[src/rtl/core/tdcp_pkg.sv]
// shared types and constants of the hit pair frame packer
// no dependencies
package tdcp_pkg;

   localparam int MAX_HITS    = 256;
   localparam int NUM_FRAMES  = 256;
   localparam int FRAME_SHIFT = 13;

   localparam int HIT_AW   = $clog2(MAX_HITS);
   localparam int HIT_CW   = HIT_AW + 1;
   localparam int FRAME_W  = $clog2(NUM_FRAMES);
   localparam int RAW_W    = 31;
   localparam int PACK_W   = 32 + FRAME_W;
   localparam int REQ_DW   = 136;
   localparam int OP_W     = 3;

   localparam logic [OP_W-1:0] OP_START = 3'd0;
   localparam logic [OP_W-1:0] OP_HIT   = 3'd1;
   localparam logic [OP_W-1:0] OP_BOARD = 3'd2;
   localparam logic [OP_W-1:0] OP_PULL  = 3'd3;
   localparam logic [OP_W-1:0] OP_END   = 3'd4;

   localparam logic [1:0] EDGE_LEAD  = 2'd1;
   localparam logic [1:0] EDGE_TRAIL = 2'd2;
   localparam logic [3:0] LAST_TDC   = 4'd14;
   localparam logic [7:0] FRAME_FULL = 8'd255;

   typedef enum logic [2:0] {
      K_START, K_HIT, K_BOARD, K_PULL, K_END
   } cmd_kind_type;

   typedef struct packed {
      cmd_kind_type kind;
      logic [31:0]  word_a;   // header, raw hit, board number or trailer
      logic [31:0]  word_b;   // orbit word
   } cmd_type;

endpackage

[src/rtl/core/tdcp_front.sv]
// front end: accepts items, classifies them into commands and queues them
// depends on tdcp_pkg
module tdcp_front import tdcp_pkg::*; (
   input  logic              clock,
   input  logic              reset,
   input  logic              req_tvalid,
   output logic              req_tready,
   input  logic [REQ_DW-1:0] req_tdata,
   input  logic [OP_W-1:0]   req_tuser,
   output logic              cmd_valid,
   input  logic              cmd_ready,
   output cmd_type           cmd
);

   cmd_type     q_ff [2];
   logic        wr_ff, wr_in, rd_ff, rd_in;
   logic [1:0]  cnt_ff, cnt_in;
   cmd_type     cls;
   logic        known, push, pop;

   always_comb begin
      cls.kind   = K_PULL;
      cls.word_a = '0;
      cls.word_b = req_tdata[66:35];
      known      = 1'b1;
      case (req_tuser)
         OP_START: begin
            cls.kind   = K_START;
            cls.word_a = {1'b1, req_tdata[10:4], req_tdata[22:11], req_tdata[34:23]};
         end
         OP_HIT: begin
            cls.kind   = K_HIT;
            cls.word_a = {1'b0, req_tdata[67], req_tdata[71:68], req_tdata[74:72],
                          req_tdata[76:75], req_tdata[97:77]};
         end
         OP_BOARD: begin
            cls.kind   = K_BOARD;
            cls.word_a = {28'd0, req_tdata[3:0]};
         end
         OP_PULL: cls.kind = K_PULL;
         OP_END: begin
            cls.kind   = K_END;
            cls.word_a = {1'b1, req_tdata[128:98]};
         end
         default: known = 1'b0;
      endcase
   end

   assign req_tready = (cnt_ff != 2'd2);
   assign push       = req_tvalid && req_tready && known;
   assign cmd_valid  = (cnt_ff != 2'd0);
   assign pop        = cmd_valid && cmd_ready;
   assign cmd        = q_ff[rd_ff];

   always_comb begin
      wr_in  = push ? ~wr_ff : wr_ff;
      rd_in  = pop ? ~rd_ff : rd_ff;
      cnt_in = cnt_ff + {1'b0, push} - {1'b0, pop};
   end

   always_ff @(posedge clock) begin
      if (push) begin
         q_ff[wr_ff] <= cls;
      end
      if (reset) begin
         wr_ff  <= 1'b0;
         rd_ff  <= 1'b0;
         cnt_ff <= 2'd0;
      end else begin
         wr_ff  <= wr_in;
         rd_ff  <= rd_in;
         cnt_ff <= cnt_in;
      end
   end

endmodule

[config.mk]
export PLATFORM = sky130hd
export DESIGN_NAME = tdcp_front
export DESIGN_NICKNAME = d
export VERILOG_FILES = /design/src/rtl/core/tdcp_pkg.sv /design/src/rtl/core/tdcp_front.sv
export SDC_FILE = /design/constraint.sdc
export NUM_CORES = 1
export LEC_CHECK = 0
export ABC_AREA = 1
export BUFFER_PORTS_ARGS = -buffer_cell sky130_fd_sc_hd__buf_2
export CAP_MARGIN = 10
export CORE_MARGIN = 2
export CORE_UTILIZATION = 30
export DETAILED_ROUTE_END_ITERATION = 6
export PLACE_DENSITY = 0.52
export SYNTH_ARGS = -nofsm -noshare
export SYNTH_HDL_FRONTEND = slang
export SYNTH_SLANG_ARGS = --single-unit
[constraint.sdc]
create_clock -name clock -period 5.23 [get_ports clock]
set_clock_uncertainty 0.05 [all_clocks]
set_input_delay 0.2615 -clock clock [delete_from_list [all_inputs] [get_ports clock]]
set_output_delay 0.2615 -clock clock [all_outputs]
set_load 0.005 [all_outputs]
# --- Yosys cells after proc, flatten, opt, wreduce, memory -nomap -nowiden ---
# Memories as Yosys holds them, arrays and structs flattened. A register that Yosys moved wholly into a read port is not among the register bits.
# Index checks and enable logic that the tools add are counted.
word_totals:
  output_inout_bits: 69
  ram_bits: 134
  regBits: 4
  elab_cells: 26
  memories: 1
  mem_bits_ro: 0
  latchBits: 0
memory_table:
  columns: ["memory", "depth", "word_bits", "rd", "rd_clocked_by_memory_dff", "wr", "line_no", "text"]
  rows:
  - ["q_ff", 2, 67, 1, 1, 1, "tdcp_front.sv:15", "cmd_type q_ff [2];"]
op_classes:
  shift: 0
  reduce_logical: 6
  n_lt_le_gt_ge: 0
  n_eq_ne: 5
  multipliers: 0
  add_sub_neg: 2
  div: 0
  bitwise: 2
  mux: 7
ops:
  columns: ["operator", "n"]
  rows:
  - ["one-hot mux 32 bit (4 select lines)", 1]
  - ["one-hot mux 3 bit (4 select lines)", 1]
  - ["== test 3 x 2 -> 1 bit, second input constant", 2]
  - ["2-to-1 mux 1 bit", 5]
  - ["OR reduction 5 bit", 1]
  - ["== test 3 x 1 -> 1 bit, second input constant", 1]
  - ["== test 3 bit, second input constant", 1]
  - ["logical AND 1 bit", 3]
  - ["logical NOT 3 bit", 1]
  - ["adder 2 x 1 -> 2 bit", 1]
  - ["inequality test 2 bit, second input constant", 1]
  - ["NOT 1 bit", 2]
  - ["nonzero test 2 bit", 1]
  - ["subtractor 2 x 1 -> 2 bit", 1]

# --- Logic depth before layout (Yosys ltp) ---
# Gate-level depths: netlist (run 1).
depth:
  ltp_word: 6
  depth_mapped: 11
  ltp_nobuf: 11

# --- Worst setup path before layout (run 1) ---
# OpenSTA, ideal clock, no wires.
synth_timing:
  kind: "register to register"
  startpoint: "register cnt_ff[0]"
  endpoint: "memory q_ff[0][0] in the netlist's numbering, enable pin"
  stages_incl_launch_ff: 5
  setup_slack_ps: 1207
  setup_time_ps: 492
  arrival_ps: 3480
  path_cell_list: "dfxtp_1 inv_1 a21oi_1 nand2_1 nor2_1"
synth_via:
  elab_chain_cells: 5
synth_lines:
  columns: ["element", "line_no", "text"]
  rows:
  - ["from (decl)", "tdcp_front.sv:17", "logic [1:0] cnt_ff, cnt_in;"]
  - ["from (signal assigned)", "tdcp_front.sv:72", "cnt_ff <= cnt_in;"]
  - ["inequality test 2 bit", "tdcp_front.sv:49", "assign req_tready = (cnt_ff != 2'd2);"]
  - ["logical AND 1 bit (2 in a row)", "tdcp_front.sv:50", "assign push = req_tvalid && req_tready && known;"]
  - ["2-to-1 mux 1 bit", "tdcp_front.sv:62", "if (push) begin"]
  - ["2-to-1 mux 1 bit (implied by the code)", "tdcp_front.sv:63", "q_ff[wr_ff] <= cls;"]
  - ["to (decl)", "tdcp_front.sv:15", null]
# No other way between the ends.

# --- Worst setup path after layout (run 1) ---
layout_timing:
  startpoint: "register cnt_ff[0]"
  endpoint: "memory q_ff[0][48] in the netlist's numbering, enable pin"
# The elaborated chain is that of the path after synthesis.

==> qor.yml, run 1 <==
status:
  status: "finished, final reports clean"
routing:
  wl_per_cell_um: 14.9
  drc_errors: 0
  firstDrtPassIters: 4
  vias: 3972
  wl_met3_um: 744
  drtAntennaViolNets: 0
  vias_per_cell: 4.41
  wl_met1_um: 5860
  first_iter_violations: 156
  top_layer: "met4"
  wl_met2_um: 6630
  drt-total-wl_um: 13400
flow_run:
  cap_violations: 0
grt:
  grt_pass1_vias: 4057
  grt_overflow: 0
  grt_max_degree: 68
  grt_pass1_wl_um: 20300
  grt_antenna_before_repair: 1
  grtUsageTotal: 0.134
floorplanning:
  die_w_um: 142
  core_mm2: 0.0188
  start_util: 0.306
  num_rows: 50
  die-area_mm2: 0.0203
  dieHeight_um: 142
  ioPinCount: 212
synth:
  synthArstFlopShare: 0
  synth_area_mm2: 0.00574
  ys_types: 18
  synth_edf_count: 134
  synth_top_area_share: 0.701
  ys_seq_area_frac: 0.718
  synth_cells: 408
  ys_top_cells_by_area: "edfxtp_1 70%, mux2_2 13%, nand2_1 7.8%, nand3_1 2.4%, dfxtp_1 1.7%"
  synth_flop_cell: "edfxtp_1"
  syn-num-nets: 553
  ys_seq_elements: 139
  synth_most_common_cell: "edfxtp_1"
  synth_area_leader_cell: "edfxtp_1"
  synth_commonest_cells: "134 x edfxtp_1, 119 x nand2_1, 67 x mux2_2"
  avgSynthCellArea_um2: 14.1
  ys_warn_count: 0
clocking:
  cts_max_level: 4
  tritoncts: "done"
  cts_buffers: 17
  cts.repair.resized: 0
  clkLatencyLatePin_ns: 0.41
  cts_sinks: 139
  cts.hold.buffers_added: 33
  post-cts-setup-buffer-count: 0
  cts-root-buf: "clkbuf_16"
  clkTransAtPathRegs_ns: 0.06
  clock_path_buffers: 2
layout:
  num-nets-final: 798
  area_growth_pct: 37.8
  final-seq-area_mm2: 0.00413
  stdcell_count: 901
  drive_gt1_frac: 0.462
  multi_input_area_mm2: 0.00147
  fill_cells: 1793
placed_design:
  numPortBuffers: 204
  place_hpwl_um: 9010
  gp_congestion: 0.795
  dp_cells: 835
power:
  p_per_area_mw_per_mm2: 399
  ir_worst_vdd_v: 0.000206
  p_leak_uw: 0.00322
sta:
  hold_violations: 0
  fmax_mhz: 374
  tns_ns: 0
  tightest_slew_ns: 1.10
  slew_headroom: 0.264
  report.final.slew_viol_count: 0
  setup_viol: 0
  rsz0062_at_grt: "no"
  finalCriticalPeriod_ns: 2.67
  fin_crit_sh: 0.511
min_path:
  min_path_type: "input pin to flop"
setup_path:
  end_kind: "flop"
  critPathMaxFanout: 36
  crit_required_ns: 5.23
  cp-start-kind: "flop"
  arrival_ns: 2.67
  path_class: "flop to flop"
  r2r_setup_slack_ns: 2.56
layout make-up:
| class | count | share of cell area |
|---|---|---|
| clock buffers | 18 | 0.0542 |
| well taps | 234 | 0.0370 |
| inverters | 19 | 0.00917 |
| flip-flops and latches | 139 | 0.522 |
| repair buffers | 242 | 0.175 |
| diodes | 1 | 0.000316 |
| multi-input cells | 234 | 0.186 |
| clock inverters | 14 | 0.0161 |
state kept, by name (all words and copies together) (netlist names), named ones only:
name    count
cnt_ff      2
wr_ff       1
rd_ff       1
q_ff      134
layout by cell type (no fill, tap or decap):
cell / count
buf_2: 204
ha_1: 2
inv_6: 2
o21a_1: 1
clkbuf_1: 1
diode_2: 1
clkinv_2: 2
xnor2_1: 1
dlygate4sd3_1: 33
buf_4: 5
nand2_1: 119
nand3_1: 28
edfxtp_1: 134
mux2_2: 67
nor3_1: 1
nor2_4: 1
nor3_4: 1
clkinv_1: 6
a21oi_1: 2
clkinvlp_4: 3
inv_2: 1
inv_1: 17
nor2_2: 2
bufinv_16: 2
dfxtp_4: 1
clkbuf_16: 17
o21ai_0: 1
dfxtp_1: 4
nor2_1: 8
worst max-delay path, cell delays in order, from the launching register on:
cell and delay, ns:
dfxtp_1 0.36, inv_1 0.08, a21oi_1 0.22, nand2_1 0.15
nor2_4 0.85, buf_4 0.58
power by group:
group          switching (uW)  total (uW)  internal [uW]
Combinational             255         577            322
Clock                     441        1130            693
Sequential               91.3        1450           1360
Total                     788        3160           2370
metal layers:
| metal | global-route usage | vias to the layer above |
|---|---|---|
| li1 | - | 1947 |
| met2 | 0.233 | 127 |
| met5 | 0 | - |
| met4 | 0.0459 | 0 |
| met3 | 0.0424 | 14 |
| met1 | 0.156 | 1884 |
logic make-up after synthesis:
kind of cell	share of synthesized area
AOI/OAI and AO/OA	0.00392
adders and majority gates	0.00436
xor gates and xnor gates	0.00153
DFF	0.718
and+or+nand+nor	0.113
buffers and inverters	0.0281
muxes	0.131
stage by stage:
| stage | hold WS, ns | worst slack [ns] | util | area [um2] | total power (uW) |
|---|---|---|---|---|---|
| after floorplan | 0.283 | 1.21 | - | 5740 | 1770 |
| after global placement | 0.388 | 2.46 | 0.374 | 7020 | 2030 |
| after detailed placement | 0.393 | 2.42 | 0.374 | 7020 | 2050 |
| after CTS | 0.0842 | 2.48 | 0.422 | 7910 | 3220 |
| after global routing | 0.105 | 2.34 | 0.422 | 7910 | 3320 |
| final | 0.107 | 2.56 | 0.422 | 7910 | 3160 |
worst paths after layout:
check,startpoint,end,depth (start not counted)
setup reg to reg,cnt_ff[0],q_ff[0][48],5
hold / removal,req_tdata[70],q_ff[0][60],3
hold reg to reg,rd_ff,flop,2
setup / recovery,cnt_ff[0],q_ff[0][48],5
(Power assumes the default switching activity.)
==> inputs of run 2 (changes only) <==
--- a/config.mk
+++ b/config.mk
@@ -5,7 +5,7 @@
 export SDC_FILE = /design/constraint.sdc
 export NUM_CORES = 1
 export LEC_CHECK = 0
-export ABC_AREA = 1
+export ABC_AREA = 0
 export BUFFER_PORTS_ARGS = -buffer_cell sky130_fd_sc_hd__buf_2
 export CAP_MARGIN = 10
 export CORE_MARGIN = 2
==> constraint.sdc (replaced) <==
create_clock -name clock -period 2.77 [get_ports clock]
set_clock_uncertainty 0.05 [all_clocks]
set_input_delay 0.1385 -clock clock [delete_from_list [all_inputs] [get_ports clock]]
set_output_delay 0.1385 -clock clock [all_outputs]
set_load 0.005 [all_outputs]
==> run 2 against run 1 <==
  * Total power up 99%
  * Sequential share of layout area down 2.1 points
  * Global-route usage down 0.65 points
  * Die area up 4.8%
  * Synthesized cell count down 6.6%
  * Routed wire length about the same
  * Setup slack worse by 1.8 ns
  * First-iteration DRC count down 21%
  * Combinational power up 140%
  * Critical endpoint is now cmd[66]
==> qor.yml, run 2 <==
status:
  status: "finished, final reports clean"  # unchanged
synth:
  ys_seq_area_frac: 0.684  # was 0.718
  synth_most_common_cell: "edfxtp_1"  # unchanged
  avgSynthCellArea_um2: 15.8  # was 14.1 um2
  ys_warn_count: 0  # unchanged
  syn-num-nets: 526  # was 553
  synthArstFlopShare: 0  # unchanged
  synth_fa_ha_area_frac: 0.00415  # was 0.00436
  ys_seq_elements: 139  # unchanged
  synth_cells: 381  # was 408
  ys_top_cells_by_area: "edfxtp_1 67%, mux2_2 13%, mux2i_1 5.1%, a21oi_1 2.2%, or2_0 2.0%"  # was edfxtp_1 70%, mux2_2 13%, nand2_1 7.8%, nand3_1 2.4%, dfxtp_1 1.7%
  synthMuxAreaShare: 0.178  # was 0.131
  synth_area_mm2: 0.00603  # was 0.00574 mm2
  synth_simple_gate_area_share: 0.0637  # was 0.113
  synth_edf_count: 134  # unchanged
  synth_top_family_by_area: "multiplexers"  # unchanged
  synth-xor-area-share: 0.00291  # was 0.00152
  synth_compound_area_frac: 0.0367  # was 0.00392
  synth_top_area_share: 0.667  # was 0.701
  synth_flop_cell: "edfxtp_1"  # unchanged
  synth_area_leader_cell: "edfxtp_1"  # unchanged
  ys_types: 33  # was 18
  synth_commonest_cells: "134 x edfxtp_1, 68 x mux2_2, 31 x mux2i_1, 31 x nand2_1, 26 x a21oi_1"  # was 134 x edfxtp_1, 119 x nand2_1, 67 x mux2_2
power:
  p_sw_frac: 0.257  # was 0.250
  p_leak_uw: 0.00324  # was 0.00322 uW
  p_int_uw: 4680  # was 2370 uW
  p_per_area_mw_per_mm2: 764  # was 399 mW/mm2
  ir_worst_vdd_v: 0.000402  # was 0.000206 V
  p_comb_frac: 0.225  # was 0.183
  seqPwrFrac: 0.428  # was 0.458
  p_sw_uw: 1620  # was 788 uW
  clock_power_share: 0.347  # was 0.359
  total_power_uw: 6300  # was 3160 uW
grt:
  top_usage_layer: "met2"  # unchanged
  grt_overflow: 0  # unchanged
  met1_usage: 0.149  # was 0.156
  grt_pass1_wl_um: 21200  # was 20300 um
  met2_usage: 0.221  # was 0.233
  use_met3: 0.0458  # was 0.0424
  grtUsageTotal: 0.127  # was 0.134
  grt_max_degree: 45  # was 68
  grt_antenna_before_repair: 0  # was 1
  grt_pass1_vias: 4190  # was 4057
setup_path:
  rr_startpoint: "cnt_ff[0]"  # unchanged
  end_kind: "primary output"  # was flop
  arrival_ns: 1.87  # was 2.67 ns
  cp-start-kind: "flop"  # unchanged
  critPathMaxFanout: 42  # was 36
  crit_required_ns: 2.58  # was 5.23 ns
  path_class: "flop to primary output"  # was flop to flop
  r2r_cells: 4  # was 5
sta:
  fmax_mhz: 485
  fin_crit_sh: 0.745
  hold_ws_ns: 0.0428  # was 0.107 ns
  hold_violations: 0  # unchanged
  finalCriticalPeriod_ns: 2.06
  rsz0062_at_grt: "no"  # unchanged
  layout_setup_ws_ns: 0.707  # was 2.56 ns
  tns_ns: 0  # unchanged
  setup_viol: 0  # unchanged
  report.final.slew_viol_count: 0  # unchanged
  tightest_slew_ns: 0.629  # was 1.10 ns
  slew_headroom: 0.581  # was 0.264
routing:
  drtAntennaViolNets: 0  # unchanged
  vias: 3925  # was 3972
  first_iter_violations: 123  # was 156
  drt-total-wl_um: 13400  # about the same
  wl_per_cell_um: 14.8  # was 14.9 um
  firstDrtPassIters: 4  # unchanged
  drc_errors: 0  # unchanged
  vias_per_cell: 4.34  # was 4.41
flow_run:
  cap_violations: 0  # unchanged
clocking:
  post-cts-setup-buffer-count: 0  # unchanged
  cts.hold.buffers_added: 35  # was 33
  clkLatencyLatePin_ns: 0.41  # about the same
  cts.repair.resized: 0  # unchanged
  cts_buffers: 17  # unchanged
  clkTransAtPathRegs_ns: 0.06  # about the same
  cts_max_level: 4  # unchanged
  clock_path_buffers: 2  # unchanged
  cts_sinks: 139  # unchanged
  tritoncts: "done"  # unchanged
  cts-root-buf: "clkbuf_16"  # unchanged
floorplanning:
  dieHeight_um: 146  # was 142 um
  die_w_um: 146  # was 142 um
  num_rows: 51  # was 50
  die-area_mm2: 0.0212  # was 0.0203 mm2
  start_util: 0.308  # was 0.306
  core_mm2: 0.0196  # was 0.0188 mm2
  ioPinCount: 212  # unchanged
placed_design:
  place_hpwl_um: 8930  # was 9010 um
  numPortBuffers: 204  # unchanged
  gp_congestion: 0.720  # was 0.795
  dp_slack_ns: 0.701  # was 2.42 ns
layout:
  final_util: 0.421  # was 0.422
  multi_input_area_mm2: 0.00174  # was 0.00147 mm2
  drive_gt1_frac: 0.505  # was 0.462
  num-nets-final: 772  # was 798
  final_common_cell: "buf_2"  # unchanged
  antenna_cells: 0  # was 1
  reg.largest.list: "q_ff: 134 flops, cnt_ff: 2 flops"  # unchanged
  top_register: "q_ff"  # unchanged
  final_cell_mix: "204 x buf_2, 134 x edfxtp_1, 68 x mux2_2, 36 x dlygate4sd3_1"  # was 204 x buf_2, 134 x edfxtp_1, 119 x nand2_1, 67 x mux2_2, 33 x dlygate4sd3_1
  final-seq-area_mm2: 0.00413  # unchanged
  largest_register_ffs: 134  # unchanged
  fill_cells: 1860  # was 1793
  area_growth_pct: 36.7  # was 37.8%
min_path:
  hp-start: "req_tdata[1]"  # was req_tdata[70]
  min_path_type: "input pin to flop"  # unchanged
  timing.hold.worst_path_depth: 3  # unchanged
-- run 2: critical path: stages, from the launching register on --
cell and delay (ns):
dfxtp_4 0.59, buf_12 0.30, mux2_2 0.38, buf_2 0.15
-- run 2: kinds of logic after synthesis --
family,after synthesis
XOR/XNOR,2
buffers and inverters,24
adder cells (fa/ha/maj),2
multiplexers,99
flip-flops,139
AND/OR/NAND/NOR,76
AO/OA/AOI/OAI,39
-- run 2: per-stage QoR --
stage | std cells | area, um2
after floorplan | 381 | 6030
after detailed placement | 837 | 7310
after CTS | 904 | 8230
after global placement | 837 | 7310
after global routing | 905 | 8240
final | 905 | 8240
-- run 2: layout make-up --
cell class | instances | area share
clock buffers | 19 | 0.0525
clock inverters | 13 | 0.0175
repair buffers | 249 | 0.177
inverters | 2 | 0.000911
well taps | 265 | 0.0402
flip-flops and latches | 139 | 0.501
multi-input cells | 218 | 0.211
-- run 2: worst paths after layout --
kind | end | slack (ns)
worst max register to register | q_ff[1][63] | 0.90
worst max-delay path | cmd[66] | 0.71
worst min register to register | rd_ff | 0.47
worst min-delay path | q_ff[0][33] | 0.04
-- run 2: per-layer routing --
layer / part of all wire / wire [um]
met5: 0 / 0
met4: 0.0097 / 130
met3: 0.068 / 916
met2: 0.49 / 6640
met1: 0.43 / 5760
-- run 2: power groups by stage --
stage                     clock network, uW  registers [uW]  logic [uW]
after detailed placement                  0            2740        1390
after floorplan                           0            2670         863
after global placement                    0            2730        1390
after global routing                   2340            2720        1560
after CTS                              2250            2700        1450
final                                  2190            2690        1410
==> inputs of run 3 (changes only) <==
==> constraint.sdc (replaced) <==
create_clock -name clock -period 2.02 [get_ports clock]
set_clock_uncertainty 0.05 [all_clocks]
set_input_delay 0.101 -clock clock [delete_from_list [all_inputs] [get_ports clock]]
set_output_delay 0.101 -clock clock [all_outputs]
set_load 0.005 [all_outputs]
==> run 3 against run 2 <==
  * Cell count grew 0.44%
  * Total power grew 37%
  * Count of clock-buffer cells in the layout shrank 2
  * Die area is the same
  * Routed wire length grew 2.0%
  * Clock power grew 31%
  * Critical endpoint is now cmd[37]
  * Largest power group unchanged
==> qor.yml, run 3 (synthesized netlist as in run 2, its figures left out) <==
clocking:
  cts-root-buf: "clkbuf_16"  # unchanged
  post-cts-setup-buffer-count: 0  # unchanged
  cts_max_level: 4  # unchanged
  cts.hold.buffers_added: 39  # was 35
  clock_path_buffers: 2  # unchanged
  cts.repair.resized: 0  # unchanged
  tritoncts: "done"  # unchanged
  cts_sinks: 139  # unchanged
  clkLatencyLatePin_ns: 0.41  # about the same
  cts_buffers: 17  # unchanged
  clkTransAtPathRegs_ns: 0.06  # about the same
floorplanning:
  die-area_mm2: 0.0212  # unchanged
  core_mm2: 0.0196  # unchanged
  num_rows: 51  # unchanged
  dieHeight_um: 146  # unchanged
  start_util: 0.308  # unchanged
  ioPinCount: 212  # unchanged
  die_w_um: 146  # unchanged
sta:
  fmax_mhz: 538
  setup_viol: 0  # unchanged
  finalCriticalPeriod_ns: 1.86
  report.final.slew_viol_count: 0  # unchanged
  hold_violations: 0  # unchanged
  slew_headroom: 0.715  # was 0.581
  tightest_slew_ns: 0.428  # was 0.629 ns
  fin_crit_sh: 0.920
  tns_ns: 0  # unchanged
  rsz0062_at_grt: "no"  # unchanged
min_path:
  timing.hold.worst_path_depth: 3  # unchanged
  holdPathEnd: "q_ff[0][48]"  # was q_ff[0][33]
  min_path_type: "input pin to flop"  # unchanged
  hp-start: "req_tdata[93]"  # was req_tdata[1]
layout:
  final-seq-area_mm2: 0.00413  # about the same
  antenna_cells: 0  # unchanged
  reg.largest.list: "q_ff: 134 flops, cnt_ff: 2 flops"  # unchanged
  multi_input_area_mm2: 0.00176  # was 0.00174 mm2
  final_common_cell: "buf_2"  # unchanged
  num-nets-final: 776  # was 772
  drive_gt1_frac: 0.511  # was 0.505
  final_cell_mix: "204 x buf_2, 134 x edfxtp_1, 68 x mux2_2, 39 x dlygate4sd3_1"  # was 204 x buf_2, 134 x edfxtp_1, 68 x mux2_2, 36 x dlygate4sd3_1
  fill_cells: 1825  # was 1860
  top_register: "q_ff"  # unchanged
  area_growth_pct: 38.2  # was 36.7%
  largest_register_ffs: 134  # unchanged
placed_design:
  numPortBuffers: 204  # unchanged
  place_hpwl_um: 9060  # was 8930 um
  gp_congestion: 0.752  # was 0.720
grt:
  grtUsageTotal: 0.131  # was 0.127
  grt_overflow: 0  # unchanged
  grt_pass1_vias: 4242  # was 4190
  grt_pass1_wl_um: 21600  # was 21200 um
  grt_max_degree: 44  # was 45
  grt_antenna_before_repair: 0  # unchanged
setup_path:
  arrival_ns: 1.71  # was 1.87 ns
  end_kind: "primary output"  # unchanged
  r2r-end: "cnt_ff[1]"  # was q_ff[1][63]
  cp-start-kind: "flop"  # unchanged
  r2r_setup_slack_ns: 0.39  # was 0.90 ns
  path_class: "flop to primary output"  # unchanged
  crit_required_ns: 1.87  # was 2.58 ns
  r2r_cells: 8  # was 4
  critPathMaxFanout: 25  # was 42
  rr_startpoint: "cnt_ff[0]"  # unchanged
routing:
  drt-total-wl_um: 13700  # was 13400 um
  firstDrtPassIters: 4  # unchanged
  drtAntennaViolNets: 0  # unchanged
  first_iter_violations: 186  # was 123
  wl_per_cell_um: 15.1  # was 14.8 um
  drc_errors: 0  # unchanged
  vias: 3969  # was 3925
  vias_per_cell: 4.37  # was 4.34
status:
  status: "finished, final reports clean"  # unchanged
power:
  total_power_uw: 8600  # was 6300 uW
  p_leak_uw: 0.00327  # was 0.00324 uW
  p_per_area_mw_per_mm2: 1030  # was 764 mW/mm2
  ir_worst_vdd_v: 0.000492  # was 0.000402 V
flow_run:
  cap_violations: 0  # unchanged
==> run 3: cell types whose count changed in the layout (fill, tap and decap cells not counted), sizes merged <==
cell	before	now
inv	5	4
dlygate4sd3	36	39
buf	213	214
clkinvlp	4	3
clkinv	4	9
bufinv	2	1
clkbuf	19	17
==> run 3: through the flow <==
step	hold WS [ns]	area (um2)	setup slack, ns	util	cells
after floorplan	0.115	6070	-0.0311	-	381
after global placement	0.241	7390	0.386	0.377	838
after detailed placement	0.242	7390	0.364	0.377	838
after CTS	0.000595	8330	0.0958	0.425	909
after global routing	0.00862	8330	0.0734	0.425	909
final	0.0223	8330	0.162	0.425	909
==> run 3: how the worst max path moves through the flow <==
stage	from	end	slack, ns	depth (start not counted)
after floorplan	cnt_ff[0]	q_ff[0][0]	-0.03	3
after global routing	flop	cmd[37]	0.07	3
after global placement	req_tuser[1]	cnt_ff[1]	0.39	9
after CTS	flop	cmd[37]	0.1	3
after detailed placement	req_tuser[0]	q_ff[1][47]	0.36	6
final	flop	cmd[37]	0.16	3
==> run 3: worst max-delay path, cell delays in order (launching register included) <==
cell and delay (ns):
dfxtp_4 0.53, buf_12 0.23, mux2_2 0.38, buf_2 0.13
==> run 3: layout make-up <==
| class | count | share of cell area |
|---|---|---|
| sequential | 139 | 0.496 |
| timing repair buffer | 253 | 0.186 |
| clock buffer | 17 | 0.0511 |
| tap | 265 | 0.0398 |
| inverter | 2 | 0.000901 |
| multi-input combinational | 218 | 0.212 |
| clock inverter | 15 | 0.0150 |
==> run 3: where the power goes <==
part           internal, uW  total, uW  switching, uW
Clock                  1690       2870           1190
Combinational          1120       2050            933
Sequential             3530       3670            140
==> run 3: layer usage <==
metal	GRT usage	wire [um]	vias up	share of wire
met4	0.0387	140	0	0.010
met3	0.0486	945	12	0.069
li1	-	-	1921	-
met1	0.161	5960	1888	0.43
met5	0	0	-	0
met2	0.216	6670	148	0.49
